[config.mk]
export PLATFORM = sky130hd
export DESIGN_NAME = voice_allocator_oldest_steal
export DESIGN_NICKNAME = d
export VERILOG_FILES = /design/src/rtl/core/vao_pkg.sv /design/src/rtl/core/voice_allocator_oldest_steal.sv /design/src/rtl/core/vao_voice_unit.sv
export SDC_FILE = /design/constraint.sdc
export NUM_CORES = 1
export LEC_CHECK = 0
export BUFFER_PORTS_ARGS = -buffer_cell sky130_fd_sc_hd__buf_2
export CAP_MARGIN = 20
export CORE_MARGIN = 5
export CORE_UTILIZATION = 40
export CTS_BUF_LIST = sky130_fd_sc_hd__clkbuf_4
export DETAILED_ROUTE_END_ITERATION = 12
export GPL_TIMING_DRIVEN = 0
export PLACE_DENSITY = 0.59
export SLEW_MARGIN = 5
export SYNTH_ARGS = -nofsm -noshare
export SYNTH_HDL_FRONTEND = slang
export SYNTH_SLANG_ARGS = --single-unit
[constraint.sdc]
create_clock -name i_clk -period 6.9 [get_ports i_clk]
set_input_delay 0.345 -clock i_clk [delete_from_list [all_inputs] [get_ports i_clk]]
set_output_delay 0.345 -clock i_clk [all_outputs]
set_load 0.01 [all_outputs]
[src/rtl/core/vao_pkg.sv]
// Shared types, widths and constants for the voice allocator.
package vao_pkg;

    // Fixed field widths
    localparam int OPCODE_W = 1;
    localparam int NOTE_W   = 7;
    localparam int VEL_W    = 7;
    localparam int VIDX_W   = 2;
    localparam int VNOTE_W  = 8;
    localparam int VC_W     = 3;
    localparam int MOD_X_W  = 5;
    localparam int MOD_R_W  = 3;
    localparam int MOD_N    = 256;

    localparam logic [VNOTE_W-1:0] FREE_NOTE = 8'hFF;

    // Event codes
    localparam logic [OPCODE_W-1:0] OP_NOTE_ON  = 1'b0;
    localparam logic [OPCODE_W-1:0] OP_NOTE_OFF = 1'b1;

    // Sequencer states
    typedef enum logic [2:0] {
        ST_IDLE,
        ST_SCAN,
        ST_DECIDE,
        ST_UPDATE,
        ST_EMIT
    } t_vao_state;

    // Compare flags of one voice entry
    typedef struct packed {
        logic match;
        logic rank_is_act;
        logic rank_is_zero;
    } t_vao_cmp;

    // Remainder table: entry {x, v} holds x mod v for v in 1..7
    typedef logic [MOD_N-1:0][MOD_R_W-1:0] t_mod_tbl;

    function automatic t_mod_tbl build_mod_tbl();
        t_mod_tbl tbl;
        int       r;
        tbl = '0;
        for (int x = 0; x < (1 << MOD_X_W); x++) begin
            for (int v = 0; v < (1 << VC_W); v++) begin
                r = x;
                if (v != 0) begin
                    for (int k = 0; k < (1 << MOD_X_W); k++) begin
                        if (r >= v) begin
                            r = r - v;
                        end
                    end
                end
                tbl[x * (1 << VC_W) + v] = MOD_R_W'(r);
            end
        end
        return tbl;
    endfunction

    localparam t_mod_tbl MOD_TBL = build_mod_tbl();

endpackage

[src/rtl/core/voice_allocator_oldest_steal.sv]
// Top level of the voice allocator: config register, voice store, sequencer, output register.
// Polyphonic voice allocator with oldest-note stealing. Each event word (note on or off)
// is handled by a sequencer that walks the voices in use one per cycle through a single
// compare/update unit. An event is accepted, the voices in use are scanned and a decision
// is made; a steal or a release then walks the voices again to rewrite their ranks. A
// result is then loaded into the output register; an ignored event yields no result.
// With no voices in use an event is dropped in its accept cycle. A result waits in the
// load state for as long as the previous word stays untaken in the output register.
// The input is not ready while an event is in progress; the next event may be accepted
// while a finished result still waits in the output register. The voice_count register
// may be written only while the block is idle; values above MAX_VOICES act as MAX_VOICES
// and zero makes every event ignored.
module voice_allocator_oldest_steal
    import vao_pkg::*;
#(
    parameter int MAX_VOICES = 4
) (
    input  logic                i_clk,
    input  logic                i_rst_n,
    input  logic                i_cfg_valid,
    output logic                o_cfg_ready,
    input  logic [VC_W-1:0]     i_cfg_data,
    input  logic                i_in_valid,
    output logic                o_in_ready,
    input  logic [OPCODE_W-1:0] i_opcode,
    input  logic [NOTE_W-1:0]   i_note,
    input  logic [VEL_W-1:0]    i_velocity,
    output logic                o_out_valid,
    input  logic                i_out_ready,
    output logic [VIDX_W-1:0]   o_voice_index,
    output logic                o_gate_on,
    output logic [VNOTE_W-1:0]  o_voice_note,
    output logic [VNOTE_W-1:0]  o_voice_velocity
);

    localparam int IDX_W  = (MAX_VOICES > 1) ? $clog2(MAX_VOICES) : 1;
    localparam int RANK_W = IDX_W;
    localparam int ACT_W  = $clog2(MAX_VOICES + 1);
    localparam int CW     = (IDX_W > VC_W) ? IDX_W : VC_W;
    localparam int AW     = (ACT_W > VC_W) ? ACT_W : VC_W;
    localparam logic [VC_W-1:0] VC_SAT =
        (MAX_VOICES > 7) ? 3'd7 : VC_W'(MAX_VOICES);

    // Control state
    t_vao_state         r_state, n_state;
    logic [VC_W-1:0]    r_cfg, n_cfg;
    logic [VC_W-1:0]    r_vc, n_vc;
    logic [IDX_W-1:0]   r_walk, n_walk;
    logic [ACT_W-1:0]   r_active, n_active;
    logic               r_match_ok, n_match_ok;
    logic               r_free_ok, n_free_ok;
    logic               r_steal_ok, n_steal_ok;
    logic               r_rotate, n_rotate;
    logic               r_gate, n_gate;
    logic               r_out_valid, n_out_valid;
    logic [VNOTE_W-1:0] r_notes [MAX_VOICES];
    logic [VNOTE_W-1:0] n_notes [MAX_VOICES];
    logic [RANK_W-1:0]  r_rank [MAX_VOICES];
    logic [RANK_W-1:0]  n_rank [MAX_VOICES];

    // Event and search payload
    logic [OPCODE_W-1:0] r_op, n_op;
    logic [NOTE_W-1:0]   r_note, n_note;
    logic [VEL_W-1:0]    r_vel, n_vel;
    logic [IDX_W-1:0]    r_match_idx, n_match_idx;
    logic [RANK_W-1:0]   r_match_rank, n_match_rank;
    logic [IDX_W-1:0]    r_free_idx, n_free_idx;
    logic [IDX_W-1:0]    r_steal_idx, n_steal_idx;
    logic [IDX_W-1:0]    r_hit_idx, n_hit_idx;
    logic [RANK_W-1:0]   r_gap, n_gap;
    logic [VIDX_W-1:0]   r_o_idx, n_o_idx;
    logic                r_o_gate, n_o_gate;
    logic [VNOTE_W-1:0]  r_o_note, n_o_note;
    logic [VNOTE_W-1:0]  r_o_vel, n_o_vel;

    logic [VC_W-1:0]    vc_now;
    logic               walk_last;
    logic               act_full;
    t_vao_cmp           cmp;
    logic [RANK_W-1:0]  next_rank;

    assign vc_now    = (r_cfg > VC_SAT) ? VC_SAT : r_cfg;
    assign walk_last = (CW'(r_walk) == CW'(r_vc) - CW'(1));
    assign act_full  = (AW'(r_active) == AW'(r_vc));

    // Shared per-voice unit
    vao_voice_unit #(
        .RANK_W (RANK_W),
        .ACT_W  (ACT_W)
    ) u_unit (
        .i_note_q    (r_notes[r_walk]),
        .i_rank_q    (r_rank[r_walk]),
        .i_evt_note  (r_note),
        .i_active    (r_active),
        .i_vc        (r_vc),
        .i_gap       (r_gap),
        .i_is_hit    (r_walk == r_hit_idx),
        .i_rotate    (r_rotate),
        .o_cmp       (cmp),
        .o_next_rank (next_rank)
    );

    assign o_cfg_ready      = 1'b1;
    assign o_in_ready       = (r_state == ST_IDLE);
    assign o_out_valid      = r_out_valid;
    assign o_voice_index    = r_o_idx;
    assign o_gate_on        = r_o_gate;
    assign o_voice_note     = r_o_note;
    assign o_voice_velocity = r_o_vel;

    // Next state and datapath control
    always_comb begin
        n_state      = r_state;
        n_cfg        = r_cfg;
        n_vc         = r_vc;
        n_walk       = r_walk;
        n_active     = r_active;
        n_match_ok   = r_match_ok;
        n_free_ok    = r_free_ok;
        n_steal_ok   = r_steal_ok;
        n_rotate     = r_rotate;
        n_gate       = r_gate;
        n_out_valid  = r_out_valid;
        n_notes      = r_notes;
        n_rank       = r_rank;
        n_op         = r_op;
        n_note       = r_note;
        n_vel        = r_vel;
        n_match_idx  = r_match_idx;
        n_match_rank = r_match_rank;
        n_free_idx   = r_free_idx;
        n_steal_idx  = r_steal_idx;
        n_hit_idx    = r_hit_idx;
        n_gap        = r_gap;
        n_o_idx      = r_o_idx;
        n_o_gate     = r_o_gate;
        n_o_note     = r_o_note;
        n_o_vel      = r_o_vel;

        // Take config words
        if (i_cfg_valid) begin
            n_cfg = i_cfg_data;
        end

        // Drop the output word once taken
        if (r_out_valid && i_out_ready) begin
            n_out_valid = 1'b0;
        end

        case (r_state)
            ST_IDLE: begin
                if (i_in_valid) begin
                    n_op       = i_opcode;
                    n_note     = i_note;
                    n_vel      = i_velocity;
                    n_vc       = vc_now;
                    n_walk     = '0;
                    n_match_ok = 1'b0;
                    n_free_ok  = 1'b0;
                    n_steal_ok = 1'b0;
                    if (vc_now != '0) begin
                        n_state = ST_SCAN;
                    end
                end
            end
            ST_SCAN: begin
                // Record first match, first free rank slot and oldest voice
                if (!r_match_ok && cmp.match) begin
                    n_match_ok   = 1'b1;
                    n_match_idx  = r_walk;
                    n_match_rank = r_rank[r_walk];
                end
                if (!r_free_ok && cmp.rank_is_act) begin
                    n_free_ok  = 1'b1;
                    n_free_idx = r_walk;
                end
                if (!r_steal_ok && cmp.rank_is_zero) begin
                    n_steal_ok  = 1'b1;
                    n_steal_idx = r_walk;
                end
                if (walk_last) begin
                    n_state = ST_DECIDE;
                end else begin
                    n_walk = r_walk + IDX_W'(1);
                end
            end
            ST_DECIDE: begin
                n_walk  = '0;
                n_state = ST_IDLE;
                if (r_op == OP_NOTE_ON) begin
                    n_gate = 1'b1;
                    if (r_match_ok) begin
                        n_state = ST_IDLE;
                    end else if (!act_full) begin
                        if (r_free_ok) begin
                            n_notes[r_free_idx] = {1'b0, r_note};
                            n_active            = r_active + ACT_W'(1);
                            n_hit_idx           = r_free_idx;
                            n_state             = ST_EMIT;
                        end
                    end else if (r_steal_ok) begin
                        n_notes[r_steal_idx] = {1'b0, r_note};
                        n_hit_idx            = r_steal_idx;
                        n_rotate             = 1'b1;
                        n_state              = ST_UPDATE;
                    end
                end else begin
                    n_gate = 1'b0;
                    if (r_match_ok) begin
                        n_notes[r_match_idx] = FREE_NOTE;
                        n_hit_idx            = r_match_idx;
                        n_gap                = r_match_rank;
                        n_rotate             = 1'b0;
                        if (r_active != '0) begin
                            n_active = r_active - ACT_W'(1);
                        end
                        n_state = ST_UPDATE;
                    end
                end
            end
            ST_UPDATE: begin
                // Rewrite one rank per cycle
                n_rank[r_walk] = next_rank;
                if (walk_last) begin
                    n_state = ST_EMIT;
                end else begin
                    n_walk = r_walk + IDX_W'(1);
                end
            end
            ST_EMIT: begin
                // Load the output word when the register is free
                if (!r_out_valid || i_out_ready) begin
                    n_out_valid = 1'b1;
                    n_o_idx     = VIDX_W'(r_hit_idx);
                    n_o_gate    = r_gate;
                    n_o_note    = r_gate ? {1'b0, r_note} : FREE_NOTE;
                    n_o_vel     = r_gate ? {1'b0, r_vel} : FREE_NOTE;
                    n_state     = ST_IDLE;
                end
            end
            default: begin
                n_state = ST_IDLE;
            end
        endcase
    end

    // Control and voice state registers
    always_ff @(posedge i_clk) begin
        if (!i_rst_n) begin
            r_state     <= ST_IDLE;
            r_cfg       <= VC_W'(4);
            r_vc        <= '0;
            r_walk      <= '0;
            r_active    <= '0;
            r_match_ok  <= 1'b0;
            r_free_ok   <= 1'b0;
            r_steal_ok  <= 1'b0;
            r_rotate    <= 1'b0;
            r_gate      <= 1'b0;
            r_out_valid <= 1'b0;
            for (int i = 0; i < MAX_VOICES; i++) begin
                r_notes[i] <= FREE_NOTE;
                r_rank[i]  <= RANK_W'(i);
            end
        end else begin
            r_state     <= n_state;
            r_cfg       <= n_cfg;
            r_vc        <= n_vc;
            r_walk      <= n_walk;
            r_active    <= n_active;
            r_match_ok  <= n_match_ok;
            r_free_ok   <= n_free_ok;
            r_steal_ok  <= n_steal_ok;
            r_rotate    <= n_rotate;
            r_gate      <= n_gate;
            r_out_valid <= n_out_valid;
            r_notes     <= n_notes;
            r_rank      <= n_rank;
        end
    end

    // Payload registers
    always_ff @(posedge i_clk) begin
        r_op         <= n_op;
        r_note       <= n_note;
        r_vel        <= n_vel;
        r_match_idx  <= n_match_idx;
        r_match_rank <= n_match_rank;
        r_free_idx   <= n_free_idx;
        r_steal_idx  <= n_steal_idx;
        r_hit_idx    <= n_hit_idx;
        r_gap        <= n_gap;
        r_o_idx      <= n_o_idx;
        r_o_gate     <= n_o_gate;
        r_o_note     <= n_o_note;
        r_o_vel      <= n_o_vel;
    end

`ifndef SYNTH
    a_active_bound: assert property (@(posedge i_clk) disable iff (!i_rst_n)
        (AW'(r_active) <= AW'(MAX_VOICES)))
        else $error("active count exceeds voice pool");

    a_walk_bound: assert property (@(posedge i_clk) disable iff (!i_rst_n)
        ((r_state == ST_SCAN || r_state == ST_UPDATE) |->
            (CW'(r_walk) < CW'(r_vc))))
        else $error("voice walk beyond voices in use");

    a_emit_loads: assert property (@(posedge i_clk) disable iff (!i_rst_n)
        ((r_state == ST_EMIT && (!r_out_valid || i_out_ready)) |=>
            (r_out_valid && r_state == ST_IDLE)))
        else $error("result not loaded into output register");

    a_release_word: assert property (@(posedge i_clk) disable iff (!i_rst_n)
        ((o_out_valid && !o_gate_on) |->
            (o_voice_note == FREE_NOTE && o_voice_velocity == FREE_NOTE)))
        else $error("release word without free marker");
`endif

endmodule

[src/rtl/core/vao_voice_unit.sv]
// Shared compare and rank-update unit applied to one voice entry per cycle.
module vao_voice_unit
    import vao_pkg::*;
#(
    parameter int RANK_W = 2,
    parameter int ACT_W  = 3
) (
    input  logic [VNOTE_W-1:0] i_note_q,
    input  logic [RANK_W-1:0]  i_rank_q,
    input  logic [NOTE_W-1:0]  i_evt_note,
    input  logic [ACT_W-1:0]   i_active,
    input  logic [VC_W-1:0]    i_vc,
    input  logic [RANK_W-1:0]  i_gap,
    input  logic               i_is_hit,
    input  logic               i_rotate,
    output t_vao_cmp           o_cmp,
    output logic [RANK_W-1:0]  o_next_rank
);

    logic [MOD_X_W-1:0] rot_x;
    logic [MOD_R_W-1:0] rot_r;

    // Compare the entry against the event and the active count
    always_comb begin
        o_cmp.match        = (i_note_q == {1'b0, i_evt_note});
        o_cmp.rank_is_act  = (ACT_W'(i_rank_q) == i_active);
        o_cmp.rank_is_zero = (i_rank_q == '0);
    end

    // Rotate down with wrap: (rank + vc - 1) mod vc
    assign rot_x = MOD_X_W'(i_rank_q) + MOD_X_W'(i_vc) - MOD_X_W'(1);
    assign rot_r = MOD_TBL[{rot_x, i_vc}];

    // Pick the new rank: rotation, or gap close around the released voice
    always_comb begin
        if (i_rotate) begin
            o_next_rank = RANK_W'(rot_r);
        end else if (i_is_hit) begin
            o_next_rank = RANK_W'(i_vc - VC_W'(1));
        end else if (i_rank_q > i_gap) begin
            o_next_rank = i_rank_q - RANK_W'(1);
        end else begin
            o_next_rank = i_rank_q;
        end
    end

endmodule

=== Yosys cells after proc, flatten, opt, wreduce, memory -nomap -nowiden ===
Memory sizes are Yosys's and may differ from the RTL's.
Cells that the tools add are included.

* Bits in read-only memories: 768
* Memories kept: 1
* Input port bits: 23
* Register bits after elaboration: 106
* Word-level logic and storage cells: 192
* Latch bits: 0
* Output and inout port bits: 22
* RAM bits: 0

* $mul: 0
* Div/mod/pow operators: 0
* Bitwise operators: 5
* Reductions and logical operators: 38
* Equality and inequality tests: 23
* Muxes and demuxes: 73
* $add $sub $neg: 7
* Shift operators: 0
* Order comparisons: 11

{| class="wikitable"
|+ Memory list
! memory !! depth !! width !! rd ports !! clocked after memory_dff !! write ports !! RTL line !! text
|-
| (name not given) || 256 || 3 || 1 || 0 || 0 || vao_voice_unit.sv:32 || <nowiki>assign rot_r = MOD_TBL[{rot_x, i_vc}];</nowiki>
|}

{| class="wikitable"
|+ Operators by type and width
! kind !! count
|-
| $mux W32 || 6
|-
| $bwmux W32 || 2
|-
| $mux W8 || 7
|-
| $demux W8 S2 || 3
|-
| $mux W3 || 16
|-
| $mux W2 || 17
|-
| $or A32 B32 Y32 || 1
|-
| $ne A2 B2 Y1 const B || 10
|-
| $bmux W8 S2 || 1
|-
| $pmux W3 S5 || 1
|-
| $reduce_and A3 Y1 || 5
|-
| $reduce_and A5 Y1 || 3
|-
| $mux W1 || 13
|-
| $ge A3 B3 Y1 const B || 4
|-
| $lt A3 B1 Y1 const B || 4
|-
| $not A2 Y3 || 4
|-
| $reduce_bool A3 Y1 || 4
|-
| $reduce_and A2 Y1 || 5
|-
| $lt A8 B9 Y1 const B || 1
|-
| $bwmux W8 || 1
|-
| $eq A8 B7 Y1 || 1
|-
| $logic_and A1 B1 Y1 || 8
|-
| $reduce_bool A2 Y1 || 4
|-
| $eq A2 B3 Y1 || 2
|-
| 25 further kinds || 34
|}

=== Logic depth before layout (Yosys ltp) ===
Gate-level depths: netlist of the first run.

* Depth in word-level cells: 10
* Depth in mapped cells: 14
* Gate-level depth less buffers: 11

=== Modules after synthesis ===
A second synthesis of the first run with hierarchy kept.

* Cell total of the unflattened synthesis: 635
* Area, all modules: 6207.2 um2

{| class="wikitable"
|+ Modules (own cells, without submodules)
! module !! instances !! sequential area each (um2) !! area each (um2) !! cells an instance
|-
| voice_allocator_oldest_steal || 1 || 2552.4 || 5054.8 || 473
|-
| vao_voice_unit || 1 || 0.0 || 1152.4 || 162
|}

=== Worst setup path after synthesis of the first run ===
Ideal clock, no wire load.

* Path type: register to register
* From: register r_walk[0]
* To: register r_rank[0] (netlist name)
* Arrival: 3.581 ns
* Setup time: 0.151 ns
* Clock period less this slack: 3.732 ns
* Cell stages (with the launch flop): 14
* Data required time: 6.749 ns
* Path buffers: 2
* Setup slack: 3.168 ns
* Cells stage by stage: dfxtp_1 > buf_2 > mux4_2 > ha_1 > fa_1 > inv_1 > ha_1 > buf_2 > xor2_1 > nor3_1 > a2111oi_0 > a211oi_1 > o32ai_2 > o311ai_0

* Cells in the longest elaborated chain, start to end: 10
* Elaborated cells between the ends (all ways): 20
* Those cells by class: 3 x add/sub; 3 x order compare; 1 x eq/ne; 10 x mux; 1 x bitwise; 1 x reduce/logical; 1 x memory

{| class="wikitable"
|+ RTL lines
! item !! RTL line !! text
|-
| from (decl) || voice_allocator_oldest_steal.sv:48 || <nowiki>logic [IDX_W-1:0] r_walk, n_walk;</nowiki>
|-
| from (signal assigned) || voice_allocator_oldest_steal.sv:269 || <nowiki>r_walk <= n_walk;</nowiki>
|-
| $not A2 Y3 (implied by the code) (*) || voice_allocator_oldest_steal.sv:92 || <nowiki>.i_rank_q (r_rank[r_walk]),</nowiki>
|-
| $bmux W2 S2 (*) || voice_allocator_oldest_steal.sv:92 ||
|-
| $mux W2 (implied by the code) (*) (2 in a row) || voice_allocator_oldest_steal.sv:92 ||
|-
| net u_unit.i_rank_q[0] || vao_voice_unit.sv:9 || <nowiki>input logic [RANK_W-1:0] i_rank_q,</nowiki>
|-
| $add A2 B3 Y4 || vao_voice_unit.sv:31 || <nowiki>assign rot_x = MOD_X_W'(i_rank_q) + MOD_X_W'(i_vc) - MOD_X_W'(1);</nowiki>
|-
| $sub A5 B1 Y5 || vao_voice_unit.sv:31 ||
|-
| $mem_v2 Z256 W3 || -- ||
|-
| $mux W2 (implied by the code) || vao_voice_unit.sv:32 ||
|-
| $mux W2 (*) || vao_voice_unit.sv:36 || <nowiki>if (i_rotate) begin</nowiki>
|-
| $bwmux W8 (*) || voice_allocator_oldest_steal.sv:223 || <nowiki>n_rank[r_walk] = next_rank;</nowiki>
|-
| to (signal, indexed assignment) || voice_allocator_oldest_steal.sv:263 || <nowiki>r_rank[i] <= RANK_W'(i);</nowiki>
|-
| to (signal assigned) || voice_allocator_oldest_steal.sv:278 || <nowiki>r_rank <= n_rank;</nowiki>
|-
| to (decl) || voice_allocator_oldest_steal.sv:58 || <nowiki>logic [RANK_W-1:0] r_rank [MAX_VOICES];</nowiki>
|}

The timed path passes the listed nets; every way through them passes the cells marked *. The select of a mux whose other input is x is not followed.
A chain may end at the register's enable or synchronous reset.

=== Worst setup path after layout of the first run ===
* From: register r_walk[0]
* To: register r_rank[4] (netlist name)

Same word-level chain as after synthesis.

==> results of run 1 <==
how the worst max path moves through the flow:
| stage | start | end | slack, ns | cells past startpoint |
|---|---|---|---|---|
| floorplan | r_walk[0] | r_rank[0] | 3.17 | 13 |
| global placement | r_walk[0] | r_rank[0] | 2.35 | 13 |
| detailed placement | r_walk[0] | r_rank[4] | 2.37 | 13 |
| CTS | r_walk[0] | r_rank[4] | 2.35 | 13 |
| global route | r_walk[0] | r_rank[0] | 2.06 | 13 |
| finish | r_walk[0] | r_rank[4] | 2.37 | 13 |
metrics by stage:
step	power, W	utilization (%)	instances	setup WS (ns)	area [um2]
finish	0.00112	45.4	778	2.37	6250
global route	0.00118	45.4	778	2.06	6250
CTS	0.00113	44.7	769	2.35	6160
detailed placement	0.000832	43.8	753	2.37	6030
global placement	0.000830	43.6	751	2.35	6010
floorplan	0.000788	-	529	3.17	5570
cells by family after synthesis:
family,count (synthesis)
xor gates and xnor gates,27
adders and majority gates,21
muxes,31
AOI/OAI and AO/OA,133
buffers and inverters,58
other,1
and+or+nand+nor,153
DFF,105
routing by layer:
metal / track usage [%] / part of all wire [%]
met5: 0 / 0
met4: 4.24 / 1.2
met3: 2.92 / 4.2
met2: 29.0 / 50
met1: 22.7 / 45
worst max-delay path: cells and delay by family (launching register included):
kind / cells / cell delay, ns
AOI/OAI and AO/OA: 4 / 1.16
xor gates and xnor gates: 1 / 0.63
adders and majority gates: 3 / 0.88
buffers and inverters: 3 / 0.53
DFF: 1 / 0.46
muxes: 1 / 0.62
and+or+nand+nor: 1 / 0.11
flip-flops by register name (all words and copies together), names as in the netlist, 3 cells and up:
register / flops
r_vel: 7
o_voice_note: 8
r_vc: 3
r_cfg: 3
r_notes: 32
r_note: 7
r_rank: 8
r_state: 3
o_voice_velocity: 7
r_active: 3
report_power, final:
part / internal [W] / total [W] / switching, W
combinational: 0.0000617 / 0.000155 / 0.0000935
sequential: 0.000658 / 0.000668 / 0.0000103
clock: 0.0000814 / 0.000301 / 0.000220
total: 0.000801 / 0.00112 / 0.000324
final cells by class:
cell class | count | area (um2)
Clock buffer | 9 | 67.6
Multi-Input combinational cell | 366 | 2760
Inverter | 27 | 101
Fill cell | 1360 | 7520
Buffer | 31 | 155
Tap cell | 180 | 225
Timing Repair Buffer | 53 | 320
Sequential cell | 105 | 2550
Clock inverter | 7 | 62.6
layout by cell type (no fill, tap or decap), drive strengths merged, types with 5 or more instances in the layout:
cell,instances
a211oi,11
a21boi,5
a21oi,12
a31oi,9
and2,8
and3,6
buf,60
clkbuf,24
clkinv,7
dfxtp,60
dlygate4sd3,9
edfxtp,45
ha,19
inv,27
mux2i,18
mux4,9
nand2,40
nand2b,22
nand3,6
nand4,6
nor2,17
nor2b,18
nor3,9
nor3b,7
o21ai,26
o22a,28
o32ai,5
or3,5
xnor2,15
xor2,12
==> impl_metrics.json, run 1 <==
{
  "status": "complete, no violations",
  "cts-resized-gates": 0,
  "ys_ff_latch": 105,
  "power.density_nw_per_um2": 180,
  "ioPinCount": 45,
  "cp.required_ns": 7.21,
  "synth_compound_area_share_pct": 17.9,
  "r2r_end": "r_rank[4]",
  "drtIter0Drc": 461,
  "setup_tns_ns": 0,
  "setup_viol": 0,
  "n_antenna_cell": 0,
  "ys_top_cells_by_count": "60 x dfxtp_1, 45 x edfxtp_1, 40 x nand2_1, 28 x o22a_1, 23 x inv_1",
  "rrSetupSlack_ns": 2.37,
  "gp_congestion": 0.908,
  "worstSetupPathType": "register to register",
  "start_kind": "register",
  "hold_end": "r_note[5]",
  "ff2ff_path_depth": 13,
  "drt_wl_total_mm": 13.6,
  "worst_slew_margin_rel_pct": 37.3,
  "fin_hold_ws_ns": 0.0485,
  "max_freq_mhz": 221,
  "hold_path_depth": 1,
  "clk_path_buf_depth": 2,
  "cts-root-buf": "clkbuf_4",
  "finalMaxSlewViolations": 0,
  "synth_top_family_by_area": "compound AO/OA/AOI/OAI gates",
  "grt.overflow.total": 0,
  "critPathMaxFanout": 9,
  "grt_setup_unrepaired": "false",
  "cp-end-kind": "register",
  "syn-num-nets": 573,
  "post_cts_buffers": 0,
  "synthAdderAreaFrac_pct": 4.99,
  "hold_class": "input pin to register",
  "crit_arrival_ns": 4.85,
  "grt_pass1_wl_mm": 22.1,
  "synth_edf_count": 45,
  "htreeDepth": 3,
  "initial_core_util_pct": 40.4,
  "avgSynthCellArea_um2": 10.5,
  "synth-simple-area-share_pct": 14.6,
  "cts_tree": "yes",
  "dieArea_um2": 16400,
  "cap_viol_max_count": 0,
  "synthXorXnorAreaFrac_pct": 4.25,
  "period_needed_ns": 4.53,
  "synth.most_common_cell": "dfxtp_1",
  "grt_pass1_vias": 4171,
  "ys.flop_type": "dfxtp_1",
  "finalHoldViolCount": 0,
  "netlist_area_um2": 5570,
  "vias": 4276,
  "cts_buffers": 9,
  "io_buffers": 42,
  "grt_max_degree": 20,
  "drc_errors": 0,
  "drive_above_1_share_pct": 15.7,
  "worstHoldStart": "i_note[5]",
  "ys_types": 64,
  "max_stage_delay_ns": 0.63,
  "seq_area_frac_synth_pct": 45.8,
  "grt_usage_pct": 17.1,
  "synth_top_cell_area_share_pct": 24.3,
  "synth_warnings": 0,
  "antenna_found_initial": 0,
  "core_um2": 13800,
  "synth.area.mux_share_pct": 7.68,
  "rows": 43,
  "synth_cells": 529,
  "power_leakage_nw": 2.31,
  "cts.clk_slew.worst_paths_ns": 0.18,
  "max-vdd-ir-drop_mv": 0.0930,
  "antenna_left": 0,
  "dp_hpwl_mm": 9.87,
  "insertion_delay_ns": 0.47,
  "fin_crit_sh_pct": 65.7,
  "finClkSkew_ns": 0.0265,
  "async_reset_ff_share_pct": 0,
  "tightest_slew_ns": 0.928,
  "crit_slowest_cell": "xor2_1",
  "viasPerCell": 5.50,
  "r2r-start": "r_walk[0]",
  "firstDrtPassIters": 5,
  "areaGrowthSynthToFinish_pct": 12.2,
  "synth.top_cells.by_area": "edfxtp_1 24%, dfxtp_1 22%, o22a_1 4.4%",
  "die-width_um": 128,
  "nets": 637,
  "die_h_um": 128,
  "post_drt_wl_per_cell_um": 17.4,
  "postCtsHoldBufs": 0,
  "yosysTopAreaCell": "edfxtp_1",
  "crit_chain": "buf_2 > mux4_2 > ha_1 > fa_1 > inv_1 > ha_1 > buf_2 > xor2_1 > nor3_1 > a2111oi_0 > a211oi_1 > o32ai_2 > o311ai_0",
  "cts_sinks": 105
}
(Power assumes the default switching activity.)
==> run 2: changes to the inputs <==
--- a/config.mk
+++ b/config.mk
@@ -12,7 +12,7 @@
 export CTS_BUF_LIST = sky130_fd_sc_hd__clkbuf_4
 export DETAILED_ROUTE_END_ITERATION = 12
 export GPL_TIMING_DRIVEN = 0
-export PLACE_DENSITY = 0.59
+export PLACE_DENSITY = 0.61
 export SLEW_MARGIN = 5
 export SYNTH_ARGS = -nofsm -noshare
 export SYNTH_HDL_FRONTEND = slang
==> constraint.sdc (replaced) <==
create_clock -name i_clk -period 3.6 [get_ports i_clk]
set_input_delay 0.18 -clock i_clk [delete_from_list [all_inputs] [get_ports i_clk]]
set_output_delay 0.18 -clock i_clk [all_outputs]
set_load 0.01 [all_outputs]
==> run 2 against run 1 <==
The flow now finishes with violations (negative setup slack); clock power grew 95%; combinational power grew 140%; routed wire length grew 4.7%; register-to-register slack lost 2.4 ns; largest cell class unchanged; global-route usage grew 0.053 points; sequential share of layout area shrank 2.6 points; maximum frequency grew 25%; highest routed layer unchanged.
==> impl_metrics.json, run 2 (synthesis results as in run 1) <==
{
  "status": "complete, but fails checks",
  "cp.required_ns": 3.99,
  "critPathMaxFanout": 10,
  "grt_max_degree": 20,
  "worst_slew_margin_rel_pct": 43.4,
  "power.density_nw_per_um2": 334,
  "drtIter0Drc": 388,
  "finalMaxSlewViolations": 0,
  "clk_path_buf_depth": 2,
  "grtUsageMet1_pct": 21.8,
  "cts-root-buf": "clkbuf_4",
  "grt.overflow.total": 0,
  "htreeDepth": 3,
  "fill_cells": 1304,
  "antenna_found_initial": 0,
  "dp_hpwl_mm": 9.83,
  "grt_pass1_wl_mm": 22.4,
  "worst_slack_ns": -0.0259,
  "initial_core_util_pct": 40.4,
  "gp_congestion": 0.886,
  "core_um2": 13800,
  "max_freq_mhz": 276,
  "cts.clk_slew.worst_paths_ns": 0.16,
  "top_register": "r_notes",
  "rows": 43,
  "antenna_left": 0,
  "drt_wl_total_mm": 14.2,
  "vias": 4451,
  "dp.cells": 753,
  "nets": 656,
  "ioPinCount": 45,
  "n_antenna_cell": 0,
  "cts_buffers": 9,
  "grt_usage_pct": 17.1,
  "cp-end-kind": "register",
  "post_drt_wl_per_cell_um": 17.8,
  "viasPerCell": 5.58,
  "max-vdd-ir-drop_mv": 0.217,
  "worstSetupPathType": "register to register",
  "finalHoldViolCount": 0,
  "grtUsageMet3_pct": 2.54,
  "busiest_layer": "met2",
  "die_h_um": 128,
  "setup_viol": 2,
  "dieArea_um2": 16400,
  "final_common_cell": "dfxtp_1",
  "final_cell_mix": "58 x dfxtp_1, 48 x buf_2, 45 x edfxtp_1",
  "tightest_slew_ns": 0.837,
  "crit_arrival_ns": 4.02,
  "hold_class": "input pin to register",
  "largest_register_ffs": 32,
  "pre_cts_slack_ns": -0.746,
  "grt_pass1_vias": 4336,
  "io_buffers": 42,
  "cts_sinks": 105,
  "fin_cells": 797,
  "areaGrowthSynthToFinish_pct": 20.2,
  "finClkSkew_ns": 0.0187,
  "die-width_um": 128,
  "firstDrtPassIters": 6,
  "use_met2_pct": 29.8,
  "violations": "negative setup slack",
  "cap_viol_max_count": 0,
  "start_kind": "register",
  "drive_above_1_share_pct": 21.7,
  "insertion_delay_ns": 0.46,
  "fin_crit_sh_pct": 101,
  "grt_setup_unrepaired": "true",
  "power_leakage_nw": 2.46,
  "cts_tree": "yes",
  "drc_errors": 0,
  "period_needed_ns": 3.63
}
-- run 2: cell types whose count changed in the layout (fill, tap and decap cells not counted), moves of 3 or more --
| cell | delta |
|---|---|
| buf_2 | -4 |
| buf_4 | +11 |
| dlygate4sd3_1 | +10 |
| a211oi_2 | +4 |
| o32ai_1 | -3 |
| a211oi_1 | -6 |
-- run 2: where the power goes --
group	leakage, nW	total (W)	internal, W	switching, W
logic	1.46	0.000370	0.000160	0.000210
registers	0.934	0.00128	0.00126	0.0000210
clock network	0.0718	0.000586	0.000168	0.000418
total	2.46	0.00224	0.00159	0.000649
-- run 2: layout make-up --
cell class	instances	area, um2	area share, %
Multi-Input combinational cell	366	2990	44.7
Clock buffer	10	75.1	1.12
Buffer	29	179	2.67
Clock inverter	6	56.3	0.841
Inverter	27	104	1.55
Timing Repair Buffer	74	503	7.51
Tap cell	180	225	3.36
Sequential cell	105	2560	38.2
-- run 2: per-layer routing --
metal	wire length (um)	vias up	share of wire (%)
li1	-	2123	-
met1	6100	2168	43
met2	7230	135	51
met3	593	25	4.2
met4	287	0	2.0
met5	0	-	0
-- run 2: final timing paths --
check | startpoint | to | slack (ns) | depth (start not counted)
setup / recovery | r_walk[0] | r_rank[3] | -0.03 | 12
hold / removal | i_cfg_valid | r_cfg[0] | 0.05 | 3
setup reg to reg | r_walk[0] | r_rank[3] | -0.03 | 12
hold reg to reg | r_match_rank[1] | r_gap[1] | 0.46 | 0
-- run 2: worst max-delay path, stage by stage (launching register included) --
cell,delay [ns]
dfxtp_4,0.42
mux4_2,0.57
ha_4,0.19
fa_1,0.51
inv_2,0.06
ha_4,0.22
buf_4,0.15
clkbuf_8,0.17
a2111oi_0,0.49
a31oi_1,0.09
o211a_1,0.17
o31a_1,0.31
a41oi_2,0.21
-- run 2: through the flow --
stage               cell area (um2)  power [W]  hold WS, ns  setup TNS (ns)  utilization (%)
CTS                            6520    0.00222       0.0133               0             47.4
finish                         6700    0.00224       0.0487         -0.0300             48.6
global route                   6700    0.00233       0.0473          -0.297             48.6
detailed placement             6040    0.00160        0.359           -4.81             43.8
global placement               6020    0.00159        0.356           -4.74             43.7
floorplan                      5580    0.00151        0.279               0                -
-- run 2: what timing repair did --
item | in CTS | in global routing
pin swaps | 4 | 14
setup endpoints to repair | 8 | 8
buffers inserted | 6 | 5
hold buffers | 19 | 0
resized for setup | 31 | 27
endpoints found under the hold margin | 18 | 0
gates cloned | 0 | 1
==> run 3: changes to the inputs <==
--- a/config.mk
+++ b/config.mk
@@ -9,7 +9,7 @@
 export CAP_MARGIN = 20
 export CORE_MARGIN = 5
 export CORE_UTILIZATION = 40
-export CTS_BUF_LIST = sky130_fd_sc_hd__clkbuf_4
+export CTS_BUF_LIST = sky130_fd_sc_hd__clkbuf_16
 export DETAILED_ROUTE_END_ITERATION = 12
 export GPL_TIMING_DRIVEN = 0
 export PLACE_DENSITY = 0.61
==> run 3 against run 2 <==
The run now ends clean; sequential power barely moved; critical path depth rose by 1; global-route usage rose by 0.25 points; total power rose by 16%; combinational power barely moved; via count fell by 0.29%; first-iteration DRC count fell by 7.2%; critical path type unchanged; critical endpoint is now r_rank[4]; largest power group unchanged.
==> impl_metrics.json, run 3 (synthesis results as in run 1) <==
{
  "status": "complete, no violations",
  "period_needed_ns": 3.53,
  "grt_usage_pct": 17.4,
  "core_um2": 13800,
  "r2r-start": "r_walk[0]",
  "worst_slew_margin_rel_pct": 41.4,
  "clk_path_buf_depth": 2,
  "cp-endpoint": "r_rank[4]",
  "finalHoldViolCount": 0,
  "drt_wl_total_mm": 14.3,
  "crit_arrival_ns": 3.72,
  "dieArea_um2": 16400,
  "power.density_nw_per_um2": 381,
  "grt_pass1_vias": 4290,
  "cts_sinks": 105,
  "gp_congestion": 0.886,
  "firstDrtPassIters": 6,
  "drc_errors": 0,
  "viasPerCell": 5.59,
  "fin_util_pct": 49.5,
  "postPlaceCellArea_um2": 6040,
  "largest_register_ffs": 32,
  "tightest_slew_ns": 0.867,
  "cts-root-buf": "clkbuf_16",
  "grt_max_degree": 20,
  "io_buffers": 42,
  "vias": 4438,
  "drtIter0Drc": 360,
  "crit_start": "r_walk[0]",
  "cp.required_ns": 3.78,
  "cts_buffers": 9,
  "grt_pass1_wl_mm": 22.5,
  "cts.clk_slew.worst_paths_ns": 0.07,
  "areaGrowthSynthToFinish_pct": 22.3,
  "die_h_um": 128,
  "critPathMaxFanout": 8,
  "ff2ff_path_depth": 13,
  "finalMaxSlewViolations": 0,
  "grt_setup_unrepaired": "true",
  "insertion_delay_ns": 0.35,
  "setup_tns_ns": 0,
  "antenna_left": 0,
  "antenna_found_initial": 0,
  "worstSetupPathType": "register to register",
  "max-vdd-ir-drop_mv": 0.202,
  "cap_viol_max_count": 0,
  "finClkSkew_ns": 0.00914,
  "rrSetupSlack_ns": 0.07,
  "hold_class": "input pin to register",
  "final_cell_mix": "58 x dfxtp_1, 48 x buf_2, 45 x edfxtp_1",
  "final_common_cell": "dfxtp_1",
  "hold_path_depth": 1,
  "final_area_um2": 6810,
  "ioPinCount": 45,
  "start_kind": "register",
  "htreeDepth": 3,
  "n_antenna_cell": 0,
  "max_freq_mhz": 283,
  "grt.overflow.total": 0,
  "dp_hpwl_mm": 9.83,
  "cp-end-kind": "register",
  "die-width_um": 128,
  "power_leakage_nw": 2.53,
  "initial_core_util_pct": 40.4,
  "r2r_end": "r_rank[4]",
  "setup_viol": 0,
  "cts_tree": "yes",
  "top_register": "r_notes",
  "rows": 43,
  "nets": 653,
  "fin_crit_sh_pct": 98.2,
  "post_drt_wl_per_cell_um": 18.0,
  "pre_cts_slack_ns": -0.746,
  "drive_above_1_share_pct": 22.3,
  "worst_slack_ns": 0.0655
}
-- run 3: changes by cell type in the layout (fill, tap and decap cells not counted), sizes merged --
cell,before,now
inv,30,31
dlygate4sd3,19,13
buf,69,72
clkbuf,25,24
-- run 3: final cells by class --
type,count,area [um2]
Fill cell,1287,6960
Multi-Input combinational cell,366,3000
Sequential cell,105,2560
Timing Repair Buffer,71,465
Clock buffer,9,225
Tap cell,180,225
Buffer,29,179
Inverter,27,104
Clock inverter,7,60.1
-- run 3: metal layers --
layer  global-route usage [%]  share of wire [%]  up-vias  wire length [um]
met5                        0                  0        -                 0
met3                     2.33                4.3       27               611
met1                     21.9                 42     2156              6030
met4                     7.62                2.7        0               391
li1                         -                  -     2122                 -
met2                     29.8                 51      133              7260
-- run 3: metrics by stage --
step	total power [W]	hold slack, ns	std cells
after floorplan	0.00151	0.279	529
after detailed placement	0.00160	0.359	753
after global placement	0.00159	0.356	751
after CTS	0.00258	0.00299	789
final	0.00259	0.0159	794
after global routing	0.00270	0.00110	794
-- run 3: worst min path at each step --
stage,start,to
3_3_place_gp,i_note[6],r_note[6]
6_report,i_velocity[5],r_vel[5]
3_5_place_dp,i_note[1],r_note[1]
4_1_cts,i_velocity[5],r_vel[5]
2_1_floorplan,i_note[0],r_note[0]
5_1_grt,i_velocity[5],r_vel[5]
-- run 3: repair_timing --
item	in CTS	in global routing
hold endpoints to repair	13	0
resized for setup	29	29
gates cloned	0	1
hold buffers	13	0
endpoints found under the setup margin	8	8
pin swaps	4	18
buffers inserted	7	7
-- run 3: critical path: stages (launching register included) --
cell      delay (ns)
dfxtp_4         0.39
mux4_2          0.57
ha_4            0.19
fa_1            0.51
inv_2           0.06
ha_4            0.27
buf_6           0.13
buf_8           0.13
buf_4           0.13
o32ai_1         0.07
a211o_1         0.23
o311a_1         0.15
o32ai_4         0.43
o311ai_2        0.12
-- run 3: power breakdown --
group / total [W] / switching [W] / internal, W
logic: 0.000367 / 0.000209 / 0.000158
clock network: 0.000947 / 0.000463 / 0.000484
registers: 0.00128 / 0.0000206 / 0.00126
total: 0.00259 / 0.000693 / 0.00190
